--- src/rtl/sd_block_read_mbr_parser_macros.svh ---
// Assertion macros shared by the SD block-read MBR parser RTL.
// Included by the files that check their own control logic; needs no package.
`ifndef SD_BLOCK_READ_MBR_PARSER_MACROS_SVH
`define SD_BLOCK_READ_MBR_PARSER_MACROS_SVH
`ifndef SYNTHESIS
// Check a property on every rising edge outside reset.
`define SDMBR_ASSERT(label, clk, rst_n, prop) \
    label: assert property (@(posedge clk) disable iff (!rst_n) (prop)) \
        else $error("sdmbr assertion failed");
// Check that the consequent holds in the cycle where the antecedent holds.
`define SDMBR_ASSERT_IMP(label, clk, rst_n, ante, cons) \
    label: assert property (@(posedge clk) disable iff (!rst_n) (ante) |-> (cons)) \
        else $error("sdmbr implication failed");
// Check that the consequent holds in the cycle after the antecedent.
`define SDMBR_ASSERT_NXT(label, clk, rst_n, ante, cons) \
    label: assert property (@(posedge clk) disable iff (!rst_n) (ante) |=> (cons)) \
        else $error("sdmbr next-cycle check failed");
`else
`define SDMBR_ASSERT(label, clk, rst_n, prop)
`define SDMBR_ASSERT_IMP(label, clk, rst_n, ante, cons)
`define SDMBR_ASSERT_NXT(label, clk, rst_n, ante, cons)
`endif
`endif

--- src/rtl/sdmbr_pkg.sv ---
// Types and constants of the SD block-read MBR parser.
// No dependencies; imported by every module of the block.
`default_nettype none

package sdmbr_pkg;

    localparam logic [7:0] FILL_BYTE   = 8'hFF;
    localparam logic [7:0] START_TOKEN = 8'hFE;
    localparam logic [7:0] R1_ERR_MASK = 8'hFE;
    localparam logic [7:0] SIG_LO      = 8'h55;
    localparam logic [7:0] SIG_HI      = 8'hAA;
    localparam logic [8:0] TAIL_START  = 9'h1BE;
    localparam logic [8:0] BLOCK_LAST  = 9'h1FF;
    localparam int         FIFO_DEPTH  = 4;

    typedef enum logic [1:0] {
        PH_SEEK_R1    = 2'd0,
        PH_SEEK_TOKEN = 2'd1,
        PH_DATA       = 2'd2,
        PH_DONE       = 2'd3
    } phase_t;

    typedef enum logic [1:0] {
        KIND_R1    = 2'd0,
        KIND_DATA  = 2'd1,
        KIND_ENTRY = 2'd2,
        KIND_NOSIG = 2'd3
    } kind_t;

    // One classified word handed from front to back.
    typedef struct packed {
        kind_t      kind;
        logic [7:0] byte_value;
        logic [8:0] byte_index;
        logic       r1_error;
        logic       final_byte;   // data byte 511: partition report follows
        logic       sig_ok;
    } job_t;

    // Fields of the partition table that reach the results.
    typedef struct packed {
        logic [3:0][7:0]  status;
        logic [3:0][31:0] lba;
        logic [3:0][31:0] count;
    } table_t;

    typedef struct packed {
        kind_t       kind;
        logic [7:0]  byte_value;
        logic [8:0]  byte_index;
        logic        r1_error;
        logic [1:0]  entry_index;
        logic [7:0]  entry_status;
        logic [31:0] start_sector;
        logic [31:0] sector_count;
        logic        last;
    } result_t;

endpackage

`default_nettype wire

--- src/rtl/sdmbr_fifo.sv ---
// Short job queue between the front and back parts of the MBR parser.
// Depends on sdmbr_pkg for the job type.
`default_nettype none

module sdmbr_fifo
    import sdmbr_pkg::*;
#(
    parameter int DEPTH = FIFO_DEPTH
) (
    input  wire   aclk,
    input  wire   aresetn,
    input  wire   push,
    input  job_t  push_job,
    input  wire   pop,
    output job_t  head_job,
    output logic  empty,
    output logic  full
);

    localparam int PW = (DEPTH > 1) ? $clog2(DEPTH) : 1;
    localparam int CW = $clog2(DEPTH + 1);
    localparam logic [PW-1:0] PTR_LAST = PW'(DEPTH - 1);
    localparam logic [CW-1:0] CNT_FULL = CW'(DEPTH);

    job_t          mem_reg [DEPTH];
    logic [PW-1:0] wr_ptr_reg, wr_ptr_next;
    logic [PW-1:0] rd_ptr_reg, rd_ptr_next;
    logic [CW-1:0] cnt_reg, cnt_next;

    assign empty    = (cnt_reg == '0);
    assign full     = (cnt_reg == CNT_FULL);
    assign head_job = mem_reg[rd_ptr_reg];

    always_comb begin
        wr_ptr_next = wr_ptr_reg;
        rd_ptr_next = rd_ptr_reg;
        cnt_next    = cnt_reg;
        if (push) begin
            wr_ptr_next = (wr_ptr_reg == PTR_LAST) ? '0 : wr_ptr_reg + 1'b1;
        end
        if (pop) begin
            rd_ptr_next = (rd_ptr_reg == PTR_LAST) ? '0 : rd_ptr_reg + 1'b1;
        end
        if (push && !pop) begin
            cnt_next = cnt_reg + 1'b1;
        end else if (pop && !push) begin
            cnt_next = cnt_reg - 1'b1;
        end
    end

    always_ff @(posedge aclk) begin
        if (!aresetn) begin
            wr_ptr_reg <= '0;
            rd_ptr_reg <= '0;
            cnt_reg    <= '0;
        end else begin
            wr_ptr_reg <= wr_ptr_next;
            rd_ptr_reg <= rd_ptr_next;
            cnt_reg    <= cnt_next;
        end
    end

    always_ff @(posedge aclk) begin
        if (push) begin
            mem_reg[wr_ptr_reg] <= push_job;
        end
    end

endmodule

`default_nettype wire

--- src/rtl/sdmbr_front.sv ---
// Front part of the MBR parser: accepts card bytes, tracks the read phase,
// captures the partition table and queues jobs. Depends on sdmbr_pkg.
`default_nettype none
`include "sd_block_read_mbr_parser_macros.svh"

module sdmbr_front
    import sdmbr_pkg::*;
(
    input  wire          aclk,
    input  wire          aresetn,
    input  wire          s_tvalid,
    output logic         s_tready,
    input  wire  [7:0]   s_tdata,
    input  wire          s_tuser,
    input  wire          fifo_full,
    output logic         push,
    output job_t         push_job,
    input  wire          tbl_release,
    output table_t       tbl
);

    phase_t     phase_reg, phase_next;
    logic [8:0] count_reg, count_next;
    logic       busy_reg, busy_next;
    table_t     tbl_reg;
    logic [7:0] sig_lo_reg;

    phase_t     phase_eff;
    logic       accept;
    logic       tbl_wr;
    logic [6:0] tail_off;
    logic [1:0] ent;
    logic [3:0] pos;

    // Hold off while the queue is full or a partition report still reads the table.
    assign s_tready  = !fifo_full && !busy_reg;
    assign accept    = s_tvalid && s_tready;
    assign phase_eff = s_tuser ? PH_SEEK_R1 : phase_reg;
    assign tbl       = tbl_reg;

    assign tbl_wr   = accept && (phase_eff == PH_DATA) && (count_reg >= TAIL_START);
    assign tail_off = 7'(count_reg - TAIL_START);
    assign ent      = tail_off[5:4];
    assign pos      = tail_off[3:0];

    always_comb begin
        phase_next = phase_reg;
        count_next = count_reg;
        push       = 1'b0;
        push_job   = '0;
        if (accept) begin
            phase_next = phase_eff;
            unique case (phase_eff)
                PH_SEEK_R1: begin
                    if (s_tdata != FILL_BYTE) begin
                        push                = 1'b1;
                        push_job.kind       = KIND_R1;
                        push_job.byte_value = s_tdata;
                        push_job.r1_error   = |(s_tdata & R1_ERR_MASK);
                        phase_next          = PH_SEEK_TOKEN;
                    end
                end
                PH_SEEK_TOKEN: begin
                    if (s_tdata == START_TOKEN) begin
                        phase_next = PH_DATA;
                        count_next = '0;
                    end
                end
                PH_DATA: begin
                    push                = 1'b1;
                    push_job.kind       = KIND_DATA;
                    push_job.byte_value = s_tdata;
                    push_job.byte_index = count_reg;
                    if (count_reg == BLOCK_LAST) begin
                        push_job.final_byte = 1'b1;
                        push_job.sig_ok     = (sig_lo_reg == SIG_LO) && (s_tdata == SIG_HI);
                        phase_next          = PH_DONE;
                        count_next          = '0;
                    end else begin
                        count_next = count_reg + 1'b1;
                    end
                end
                PH_DONE: begin
                end
                default: begin
                end
            endcase
        end
        if (push && push_job.final_byte) begin
            busy_next = 1'b1;
        end else if (tbl_release) begin
            busy_next = 1'b0;
        end else begin
            busy_next = busy_reg;
        end
    end

    always_ff @(posedge aclk) begin
        if (!aresetn) begin
            phase_reg <= PH_SEEK_R1;
            count_reg <= '0;
            busy_reg  <= 1'b0;
        end else begin
            phase_reg <= phase_next;
            count_reg <= count_next;
            busy_reg  <= busy_next;
        end
    end

    // Capture status, LBA and count bytes of each entry, and signature byte 510.
    always_ff @(posedge aclk) begin
        if (tbl_wr) begin
            if (tail_off[6]) begin
                if (!tail_off[0]) begin
                    sig_lo_reg <= s_tdata;
                end
            end else if (pos == 4'd0) begin
                tbl_reg.status[ent] <= s_tdata;
            end else if (pos[3] && !pos[2]) begin
                tbl_reg.lba[ent][8*pos[1:0] +: 8] <= s_tdata;
            end else if (pos[3] && pos[2]) begin
                tbl_reg.count[ent][8*pos[1:0] +: 8] <= s_tdata;
            end
        end
    end

    `SDMBR_ASSERT_IMP(a_busy_blocks_input, aclk, aresetn, busy_reg, !s_tready)
    `SDMBR_ASSERT_NXT(a_final_sets_busy, aclk, aresetn, push && push_job.final_byte, busy_reg)
    `SDMBR_ASSERT_NXT(a_last_byte_ends_block, aclk, aresetn,
        accept && (phase_eff == PH_DATA) && (count_reg == BLOCK_LAST),
        (phase_reg == PH_DONE) && (count_reg == '0))

endmodule

`default_nettype wire

--- src/rtl/sdmbr_back.sv ---
// Back part of the MBR parser: drains jobs, expands the partition report
// and drives the registered result channel. Depends on sdmbr_pkg.
`default_nettype none
`include "sd_block_read_mbr_parser_macros.svh"

module sdmbr_back
    import sdmbr_pkg::*;
(
    input  wire          aclk,
    input  wire          aresetn,
    input  wire          fifo_empty,
    input  job_t         head_job,
    output logic         pop,
    input  table_t       tbl,
    output logic         tbl_release,
    output logic         m_tvalid,
    input  wire          m_tready,
    output result_t      res
);

    logic       valid_reg, valid_next;
    logic       exp_reg, exp_next;
    logic       sig_ok_reg, sig_ok_next;
    logic [3:0] mask_reg, mask_next;
    result_t    res_reg, res_next;

    logic       load;
    logic [3:0] nz;
    logic [3:0] rest;
    logic [1:0] idx;

    assign m_tvalid = valid_reg;
    assign res      = res_reg;
    assign load     = !valid_reg || m_tready;

    always_comb begin
        for (int i = 0; i < 4; i++) begin
            nz[i] = |tbl.status[i];
        end
        idx = 2'd0;
        for (int i = 3; i >= 0; i--) begin
            if (mask_reg[i]) begin
                idx = 2'(i);
            end
        end
        rest = mask_reg & ~(4'b0001 << idx);
    end

    always_comb begin
        valid_next  = valid_reg;
        exp_next    = exp_reg;
        sig_ok_next = sig_ok_reg;
        mask_next   = mask_reg;
        res_next    = res_reg;
        pop         = 1'b0;
        tbl_release = 1'b0;
        if (load) begin
            res_next = '0;
            if (exp_reg) begin
                valid_next = 1'b1;
                if (!sig_ok_reg) begin
                    res_next.kind = KIND_NOSIG;
                    res_next.last = 1'b1;
                    exp_next      = 1'b0;
                    tbl_release   = 1'b1;
                end else begin
                    res_next.kind         = KIND_ENTRY;
                    res_next.entry_index  = idx;
                    res_next.entry_status = tbl.status[idx];
                    res_next.start_sector = tbl.lba[idx];
                    res_next.sector_count = tbl.count[idx];
                    res_next.last         = (rest == '0);
                    mask_next             = rest;
                    exp_next              = (rest != '0);
                    tbl_release           = (rest == '0);
                end
            end else if (!fifo_empty) begin
                pop                 = 1'b1;
                valid_next          = 1'b1;
                res_next.kind       = head_job.kind;
                res_next.byte_value = head_job.byte_value;
                res_next.byte_index = head_job.byte_index;
                res_next.r1_error   = head_job.r1_error;
                if (head_job.final_byte) begin
                    if (head_job.sig_ok && (nz == '0)) begin
                        res_next.last = 1'b1;
                        tbl_release   = 1'b1;
                    end else begin
                        exp_next    = 1'b1;
                        sig_ok_next = head_job.sig_ok;
                        mask_next   = nz;
                    end
                end else begin
                    res_next.last = 1'b1;
                end
            end else begin
                valid_next = 1'b0;
            end
        end
    end

    always_ff @(posedge aclk) begin
        if (!aresetn) begin
            valid_reg <= 1'b0;
            exp_reg   <= 1'b0;
        end else begin
            valid_reg <= valid_next;
            exp_reg   <= exp_next;
        end
    end

    always_ff @(posedge aclk) begin
        sig_ok_reg <= sig_ok_next;
        mask_reg   <= mask_next;
        res_reg    <= res_next;
    end

    `SDMBR_ASSERT_IMP(a_expand_has_word, aclk, aresetn, exp_reg, valid_reg)
    `SDMBR_ASSERT_IMP(a_expand_has_entry, aclk, aresetn, exp_reg && sig_ok_reg, mask_reg != '0)
    `SDMBR_ASSERT_NXT(a_release_ends_report, aclk, aresetn, tbl_release,
        !exp_reg && valid_reg && res_reg.last)

endmodule

`default_nettype wire

--- src/rtl/sd_block_read_mbr_parser.sv ---
// Top level of the SD card single-block read parser with MBR partition report.
// Instantiates sdmbr_front, sdmbr_fifo and sdmbr_back; depends on sdmbr_pkg.
//
// Usage:
//   Feed the bytes returned by the card in SPI mode after a single-block read,
//   one word per byte on the s_ channel. Set s_tuser on the first byte after a
//   new command frame; it abandons any block in progress. The m_ channel
//   returns the R1 byte with its error flag, each of the 512 data bytes with
//   its index, and after byte 511 either one word per partition entry with a
//   nonzero status or one no-signature word. m_tlast marks the final word
//   caused by an input byte.
// Throughput:
//   With the queue ahead empty, an accepted byte passes the job queue and then
//   the output register, which drives m_tvalid. One byte per cycle is taken
//   while the queue has room and no report is in progress. After data byte 511
//   input holds until the report of up to four words has read the captured table.
//   The four-entry job queue plus the output register absorb short stalls.
// Reset and stalls:
//   aresetn (synchronous, active low) returns to R1 search with an empty
//   queue. When m_tready is low the output word holds, the queue fills and
//   then s_tready drops; no word is lost or repeated.
`default_nettype none

module sd_block_read_mbr_parser
    import sdmbr_pkg::*;
#(
    parameter int QUEUE_DEPTH = FIFO_DEPTH
) (
    input  wire          aclk,
    input  wire          aresetn,
    // input stream
    input  wire          s_tvalid,
    output logic         s_tready,
    input  wire  [7:0]   s_tdata,     // [7:0] rx_byte
    input  wire          s_tuser,     // [0] response_start
    // result stream
    output logic         m_tvalid,
    input  wire          m_tready,
    output logic [95:0]  m_tdata,     // [7:0] byte_value, [16:8] byte_index,
                                      // [17] r1_error, [19:18] entry_index,
                                      // [27:20] entry_status, [59:28] start_sector,
                                      // [91:60] sector_count, [95:92] zero
    output logic [1:0]   m_tuser,     // [1:0] kind
    output logic         m_tlast
);

    logic    push;
    job_t    push_job;
    logic    pop;
    job_t    head_job;
    logic    fifo_empty;
    logic    fifo_full;
    logic    tbl_release;
    table_t  tbl;
    result_t res;

    // Classify incoming bytes and capture the partition table.
    sdmbr_front u_front (
        .aclk        (aclk),
        .aresetn     (aresetn),
        .s_tvalid    (s_tvalid),
        .s_tready    (s_tready),
        .s_tdata     (s_tdata),
        .s_tuser     (s_tuser),
        .fifo_full   (fifo_full),
        .push        (push),
        .push_job    (push_job),
        .tbl_release (tbl_release),
        .tbl         (tbl)
    );

    // Decouple the two sides.
    sdmbr_fifo #(
        .DEPTH (QUEUE_DEPTH)
    ) u_fifo (
        .aclk     (aclk),
        .aresetn  (aresetn),
        .push     (push),
        .push_job (push_job),
        .pop      (pop),
        .head_job (head_job),
        .empty    (fifo_empty),
        .full     (fifo_full)
    );

    // Expand jobs into result words.
    sdmbr_back u_back (
        .aclk        (aclk),
        .aresetn     (aresetn),
        .fifo_empty  (fifo_empty),
        .head_job    (head_job),
        .pop         (pop),
        .tbl         (tbl),
        .tbl_release (tbl_release),
        .m_tvalid    (m_tvalid),
        .m_tready    (m_tready),
        .res         (res)
    );

    // Pack the result word, first field in the lowest bits.
    assign m_tdata = {4'b0000, res.sector_count, res.start_sector, res.entry_status,
                      res.entry_index, res.r1_error, res.byte_index, res.byte_value};
    assign m_tuser = res.kind;
    assign m_tlast = res.last;

endmodule

`default_nettype wire
--- config.mk ---
export PLATFORM = sky130hd
export DESIGN_NAME = sd_block_read_mbr_parser
export DESIGN_NICKNAME = d
export VERILOG_FILES = /design/src/rtl/sdmbr_pkg.sv /design/src/rtl/sdmbr_fifo.sv /design/src/rtl/sdmbr_front.sv /design/src/rtl/sdmbr_back.sv /design/src/rtl/sd_block_read_mbr_parser.sv
export VERILOG_INCLUDE_DIRS = /design/src /design/src/rtl
export SDC_FILE = /design/constraint.sdc
export NUM_CORES = 1
export LEC_CHECK = 0
export ABC_AREA = 1
export BUFFER_PORTS_ARGS = -buffer_cell sky130_fd_sc_hd__buf_2
export CAP_MARGIN = 20
export CORE_MARGIN = 2
export CORE_UTILIZATION = 50
export DETAILED_ROUTE_END_ITERATION = 8
export GPL_TIMING_DRIVEN = 0
export HOLD_SLACK_MARGIN = 0.03
export PLACE_DENSITY_LB_ADDON = 0.25
export SLEW_MARGIN = 20
export SYNTH_ARGS = -nofsm -noshare
export SYNTH_HDL_FRONTEND = slang
export SYNTH_HIERARCHICAL = 1
export SYNTH_SLANG_ARGS = --single-unit
export TNS_END_PERCENT = 10
--- constraint.sdc ---
create_clock -name aclk -period 3 [get_ports aclk]
set_input_delay 0.15 -clock aclk [delete_from_list [all_inputs] [get_ports aclk]]
set_output_delay 0.15 -clock aclk [all_outputs]
set_load 0.01 [all_outputs]
# ---- Yosys cells after proc, flatten, opt, wreduce, memory -nomap -nowiden
# Memory sizes are Yosys's and may differ from the RTL's. A register that Yosys moved wholly into a read port is not among the register bits.
# Cells that the tools add are included.
# W data, S select, Z words.
dict set report totals {
  register_bits 417
  ram_bits 88
  in_bits 13
  wordCells 185
  n_memories 1
}
dict set report op_classes {
  add_sub_neg 7
  magnitude_cmp 4
  n_eq_ne 14
  shift 3
  mux 72
  bitwise 9
  n_reduce_logical 43
}
# memory words word_bits read_ports rd_clocked_by_memory_dff wr line_no
set memory_table {}
lappend memory_table {u_fifo.mem_reg 4 22 1 1 1 sdmbr_fifo.sv:25} ;# job_t mem_reg [DEPTH];
# operator n
set ops {}
lappend ops {{$bwmux W128} 2}
lappend ops {{$bmux W32 S2} 2}
lappend ops {{$mux W32} 3}
lappend ops {{$demux W32 S2} 1}
lappend ops {{$pmux W9 S2} 2}
lappend ops {{$neg A5 Y34} 1}
lappend ops {{$shift A8 B34 Y32 const A} 1}
lappend ops {{$shiftx A8 B34 Y32} 1}
lappend ops {{$bwmux W32} 1}
lappend ops {{$reduce_or A8 Y1} 4}
lappend ops {{$mux W2} 15}
lappend ops {{$mux W1} 27}
lappend ops {{$mux W9} 3}
lappend ops {{$mux W8} 3}
lappend ops {{$mux W22} 1}
lappend ops {{$mux W20} 1}
lappend ops {{$mux W4} 5}
lappend ops {{$bmux W8 S2} 1}
lappend ops {{$demux W8 S2} 1}
lappend ops {{$eq A8 B8 Y1 const B} 2}
lappend ops {{$reduce_and A5 Y1} 3}
lappend ops {{$logic_and A1 B1 Y1} 12}
lappend ops {{$logic_not A4 Y1} 3}
lappend ops {{$add A9 B1 Y9 const B} 1}
lappend ops {{other kinds (33)} 56}

# ---- Depth between registers and ports, before layout
dict set report depth {
  word_depth 13
  depth_mapped 16
  ltp_nobuf 16
}

# ---- Cells and area by module
# Netlist, hierarchy kept.
# module n_inst cells_per_inst area_per_inst_um2
set by_module_without_submodules {}
lappend by_module_without_submodules {sdmbr_front 1 597 10543.9}
lappend by_module_without_submodules {sdmbr_back 1 843 6173.4}
lappend by_module_without_submodules {sdmbr_fifo 1 272 3752.3}
lappend by_module_without_submodules {sd_block_read_mbr_parser 1 5 33.8}

# ---- Worst setup path before layout
# Ideal clock, no wire load.
dict set report synth_path {
  path_kind {reg-to-reg}
  startpoint {register u_back.valid_reg, in the netlist u_back/m_tvalid}
  endpoint {register u_back.mask_reg[0] (enable)}
  arrival_ps 2819
  required_ps 2660
  setup_slack_ps -159
  stages_incl_launch_ff 6
  synth_period_minus_slack_ps 3159
  cell_sequence {dfxtp_1 > inv_1 > nor2_1 > inv_1 > nand3_1 > a21oi_1}
}
dict set report synth_between {
  elab_chain_cells 3
}
# item line_no
set synth_rtl {}
lappend synth_rtl {{start: declaration} sdmbr_back.sv:21} ;# logic valid_reg, valid_next;
lappend synth_rtl {{start signal: assignment} sdmbr_back.sv:107} ;# valid_reg <= valid_next;
lappend synth_rtl {{$logic_not A1 Y1} sdmbr_back.sv:34} ;# assign load = !valid_reg || m_tready;
lappend synth_rtl {{$logic_or A1 B1 Y1} sdmbr_back.sv:34}
lappend synth_rtl {{via u_back.load} sdmbr_back.sv:27} ;# logic load;
lappend synth_rtl {{$reduce_and A5 Y1 (no line)} -}
lappend synth_rtl {{end signal: assignment} sdmbr_back.sv:114} ;# mask_reg <= mask_next;
lappend synth_rtl {{end: declaration} sdmbr_back.sv:24} ;# logic [3:0] mask_reg, mask_next;
# The timed path passes the listed nets, and every way through them passes these cells.
# A chain may end at the register's enable or synchronous reset.

# ---- Worst setup path after layout
dict set report layout_path {
  startpoint {register u_front.count_reg[1]}
  endpoint {register u_front.tbl_reg (netlist bit u_front/tbl[60]) (enable)}
}
dict set report layout_between {
  elab_chain_cells 5
  elab_cells_between_ends 11
}
# item line_no
set layout_rtl {}
lappend layout_rtl {{start: declaration} sdmbr_front.sv:23} ;# logic [8:0] count_reg, count_next;
lappend layout_rtl {{start signal: assignment} sdmbr_front.sv:105} ;# count_reg <= count_next;
lappend layout_rtl {{$sub A7 B6 Y7} sdmbr_front.sv:42} ;# assign tail_off = 7'(count_reg - TAIL_START);
lappend layout_rtl {{$logic_not A1 Y1} sdmbr_front.sv:119} ;# end else if (pos[3] && !pos[2]) begin
lappend layout_rtl {{$logic_and A1 B1 Y1} sdmbr_front.sv:119}
lappend layout_rtl {{$not A1 Y1 (no line)} -}
lappend layout_rtl {{$reduce_and A5 Y1 (no line) (*)} -}
lappend layout_rtl {{end: declaration} sdmbr_front.sv:25} ;# table_t tbl_reg;
# Every way passes the cells marked *; elsewhere a longest branch is shown, timed or not.

==> run summary <==
Synth
* **post-synthesis mux area share** 0%
* **combinational family with the most area after synthesis** simple AND/OR/NAND/NOR gates
* **Synth Cell Area** 20,500 um^2
* **distinct cell type count after synthesis** 34
* **number of synthesized register bits** 507
* **biggest area contributors in the synthesized netlist** sky130_fd_sc_hd__edfxtp_1, sky130_fd_sc_hd__nand2_1, sky130_fd_sc_hd__inv_1, sky130_fd_sc_hd__nor2_1, sky130_fd_sc_hd__a31oi_1
* **adder-cell area share of the yosys netlist** 0.891%
* **post-synth top area share** 70.9%
* **Post-synth EDFFs** 484
* **share of async-settable or async-resettable flops after synthesis** 0%
* **complex-gate fraction of the synthesized area** 4.94%
* **yosys warns** 6
* **main flop type after synthesis** sky130_fd_sc_hd__edfxtp_1
* **sequential fraction of the synthesis area** 73.1%
* **library cell occupying the most area in the post-synthesis netlist** sky130_fd_sc_hd__edfxtp_1
* **Mapped Cells** 1,717
* **mean instance size in the synthesized netlist** 11.9 um^2
* **post-synthesis simple-gate area fraction** 14.5%
* **post-synthesis share of cell area spent on xor and xnor gates** 0.128%

Global route
* **via count of the first global-routing pass** 12,336
* **wire length of the first global-routing pass** 69,600 um
* **initial antenna violation count** 0
* **Total Routing Usage GR** 21.9%
* **remaining global-route overflow** 0
* **largest net degree at the start of global routing** 38

Worst setup path
* **worst-path cell chain** ha_1 -> nand4_1 -> nand2_1 -> inv_1 -> nor2_1 -> nand2_1 -> nor2_1
* **category of the most critical setup path** reg -> reg
* **Buffers & Inverters on Critical Path** 1
* **required time worst endpoint** 3.22 ns
* **largest stage delay on the critical path** 0.68 ns
* **type of destination of the critical path** register
* **maximum net fanout on the critical path** 9
* **kind of start point of the critical path** register
* **CP max stage cell** sky130_fd_sc_hd__nor2_1
* **Critical Path AT** 3.16 ns
* **crit-path leading delay family** simple AND/OR/NAND/NOR gates

Routing
* **number of detailed-route iterations in the first pass** 5
* **DRC violation count after routing** 0
* **met2 routed wirelength** 22,700 um
* **Highest Signal Layer** met4
* **M1 wire length** 18,600 um
* **routed length per instance** 18.6 um
* **routed vias** 12,947
* **final wirelength** 45,800 um
* **per-cell via count in the routed design** 5.25
* **remaining antenna violation count after routing** 0
* **met3 WL** 3330 um
* **detailed router's first-iteration violation count** 1,215

Clocking
* **H-tree levels** 2
* **number of clock sinks** 507
* **clock transition time at the flip-flop clock pins of the worst setup and hold paths** 0.06 ns
* **CTS max path bufs** 3
* **Root Buffer Master** sky130_fd_sc_hd__clkbuf_16
* **Num CTS Buffers** 49
* **clock network latency to the later pin of the worst-skew pair** 0.59 ns
* **CTS tree** yes

Timing
* **top achievable clock speed** 340 MHz
* **relative slew slack** 19.3%
* **crit share post-route** 98.2%
* **final hold violation count** 0
* **unrepaired setup endpoints after global routing** yes
* **Max Transition Viols Final** 0
* **post-route setup TNS** 0 ns
* **total setup violations reported at the end of the flow** 0
* **pin slew with the least headroom to its limit** 1.20 ns
* **Period minus WS final** 2.94 ns
* **final worst clock skew** 0.0213 ns

Finish
* **antenna diode count** 0
* **fraction of layout instances using a drive strength above 1** 14.2%
* **commonest non-fill, non-tap cell in the layout** sky130_fd_sc_hd__edfxtp_1
* **leading cell types in the layout, fill and taps excluded** sky130_fd_sc_hd__edfxtp_1, sky130_fd_sc_hd__nand2_1, sky130_fd_sc_hd__inv_1, sky130_fd_sc_hd__nor2_1, sky130_fd_sc_hd__buf_2
* **area delta synth->final** 15.0%
* **max reg flops** 288
* **final non-filler cell total** 2,467
* **count of nets after finishing** 1,922
* **Post-Route Utilization** 58.0%

Placement
* **Detail Placement HPWL** 31,500 um
* **Port Buf Inserts** 109
* **Final GP Congestion** 0.890
* **# placed instances** 2,363

Power
* **net switching power figure** 0.00538 W
* **sw frac** 28.6%
* **worst vdd rail ir drop** 0.559 mV
* **share of total power in the clock network** 32.9%
* **post-layout total power** 0.0188 W
* **sequential cell fraction of total power** 46.8%
* **combinational fraction of design power** 20.2%
* **internal power** 0.0134 W
* **leakage power** 9.27 nW
* **Power per Cell Area** 797 nW/um^2

Status
* **status** finished, final reports clean

Run
* **# Max-Cap Violations** 0

Die
* **initial core utilization** 50.4%
* **vertical extent of the die** 207 um
* **Core Footprint** 40,600 um^2
* **placement row count** 74
* **IO Count** 114
* **die area** 42,600 um^2
* **die width** 207 um

Worst hold path
* **class of the tightest hold or removal check** in -> reg

[cell type report]
class | count | area (um^2)
flip-flops and latches | 507 | 15000
plain buffers | 73 | 419
well taps | 532 | 666
fillers | 3186 | 17100
clock buffers | 67 | 1370
inverters | 232 | 882
clock inverters | 24 | 256
repair buffers | 124 | 711
multi-input cells | 908 | 4290
[stage by stage]
| step | hold slack (ns) | instance area [um^2] | setup WS [ns] |
|---|---|---|---|
| after detailed placement | 0.506 | 21800 | 0.118 |
| final | 0.430 | 23600 | 0.0554 |
| after global routing | 0.471 | 23600 | -0.122 |
| after global placement | 0.498 | 21700 | -0.322 |
| after floorplan | 0.249 | 20500 | 0.382 |
| after CTS | 0.418 | 23500 | 0.0622 |
[kinds of logic after synthesis]
kind of cell,count (synthesis)
other,2
and+or+nand+nor,708
xor gates and xnor gates,3
adders and majority gates,14
DFF,507
buffers and inverters,305
AOI/OAI and AO/OA,178
[power by group through the flow]
stage	clock (W)	combinational (W)	sequential (W)
CTS	0.00629	0.00383	0.00882
floorplan	0	0.00210	0.00920
detailed placement	0	0.00380	0.00896
global placement	0	0.00372	0.00897
finish	0.00619	0.00381	0.00881
global route	0.00658	0.00425	0.00886
[Yosys cell counts, drive strengths merged, types with 12 or more instances]
cell,n
nor2,187
edfxtp,484
a31oi,76
nor3,25
ha,13
nand2,387
a21oi,19
o21ai,61
dfxtp,23
inv,229
buf,45
o22ai,22
clkbuf,28
nand3,93
nand4,12
[per-layer routing]
metal  GRT usage [%]  vias to the layer above
met3            4.02                       84
met2            37.2                      497
met4            7.40                        0
met5               0                        -
li1                -                     6191
met1            28.3                     6175
[final timing paths]
check                       start                     to  slack, ns  depth (start not counted)
max reg2reg  u_front/count_reg[1]        u_front/tbl[60]       0.06                          7
min reg2reg  u_front/count_reg[8]   u_front/count_reg[8]       0.54                          2
max          u_front/count_reg[1]        u_front/tbl[60]       0.06                          7
min                    s_tdata[4]  u_front/sig_lo_reg[4]       0.43                          2
[timing repair]
item | in CTS | in global routing
buffers inserted | 0 | 0
gates resized for setup | 0 | 13
hold buffers | 12 | 0
endpoints found under the setup margin | 0 | 128
hold endpoints to repair | 57 | 0
No activity file was read; power rests on OpenSTA's default activity.
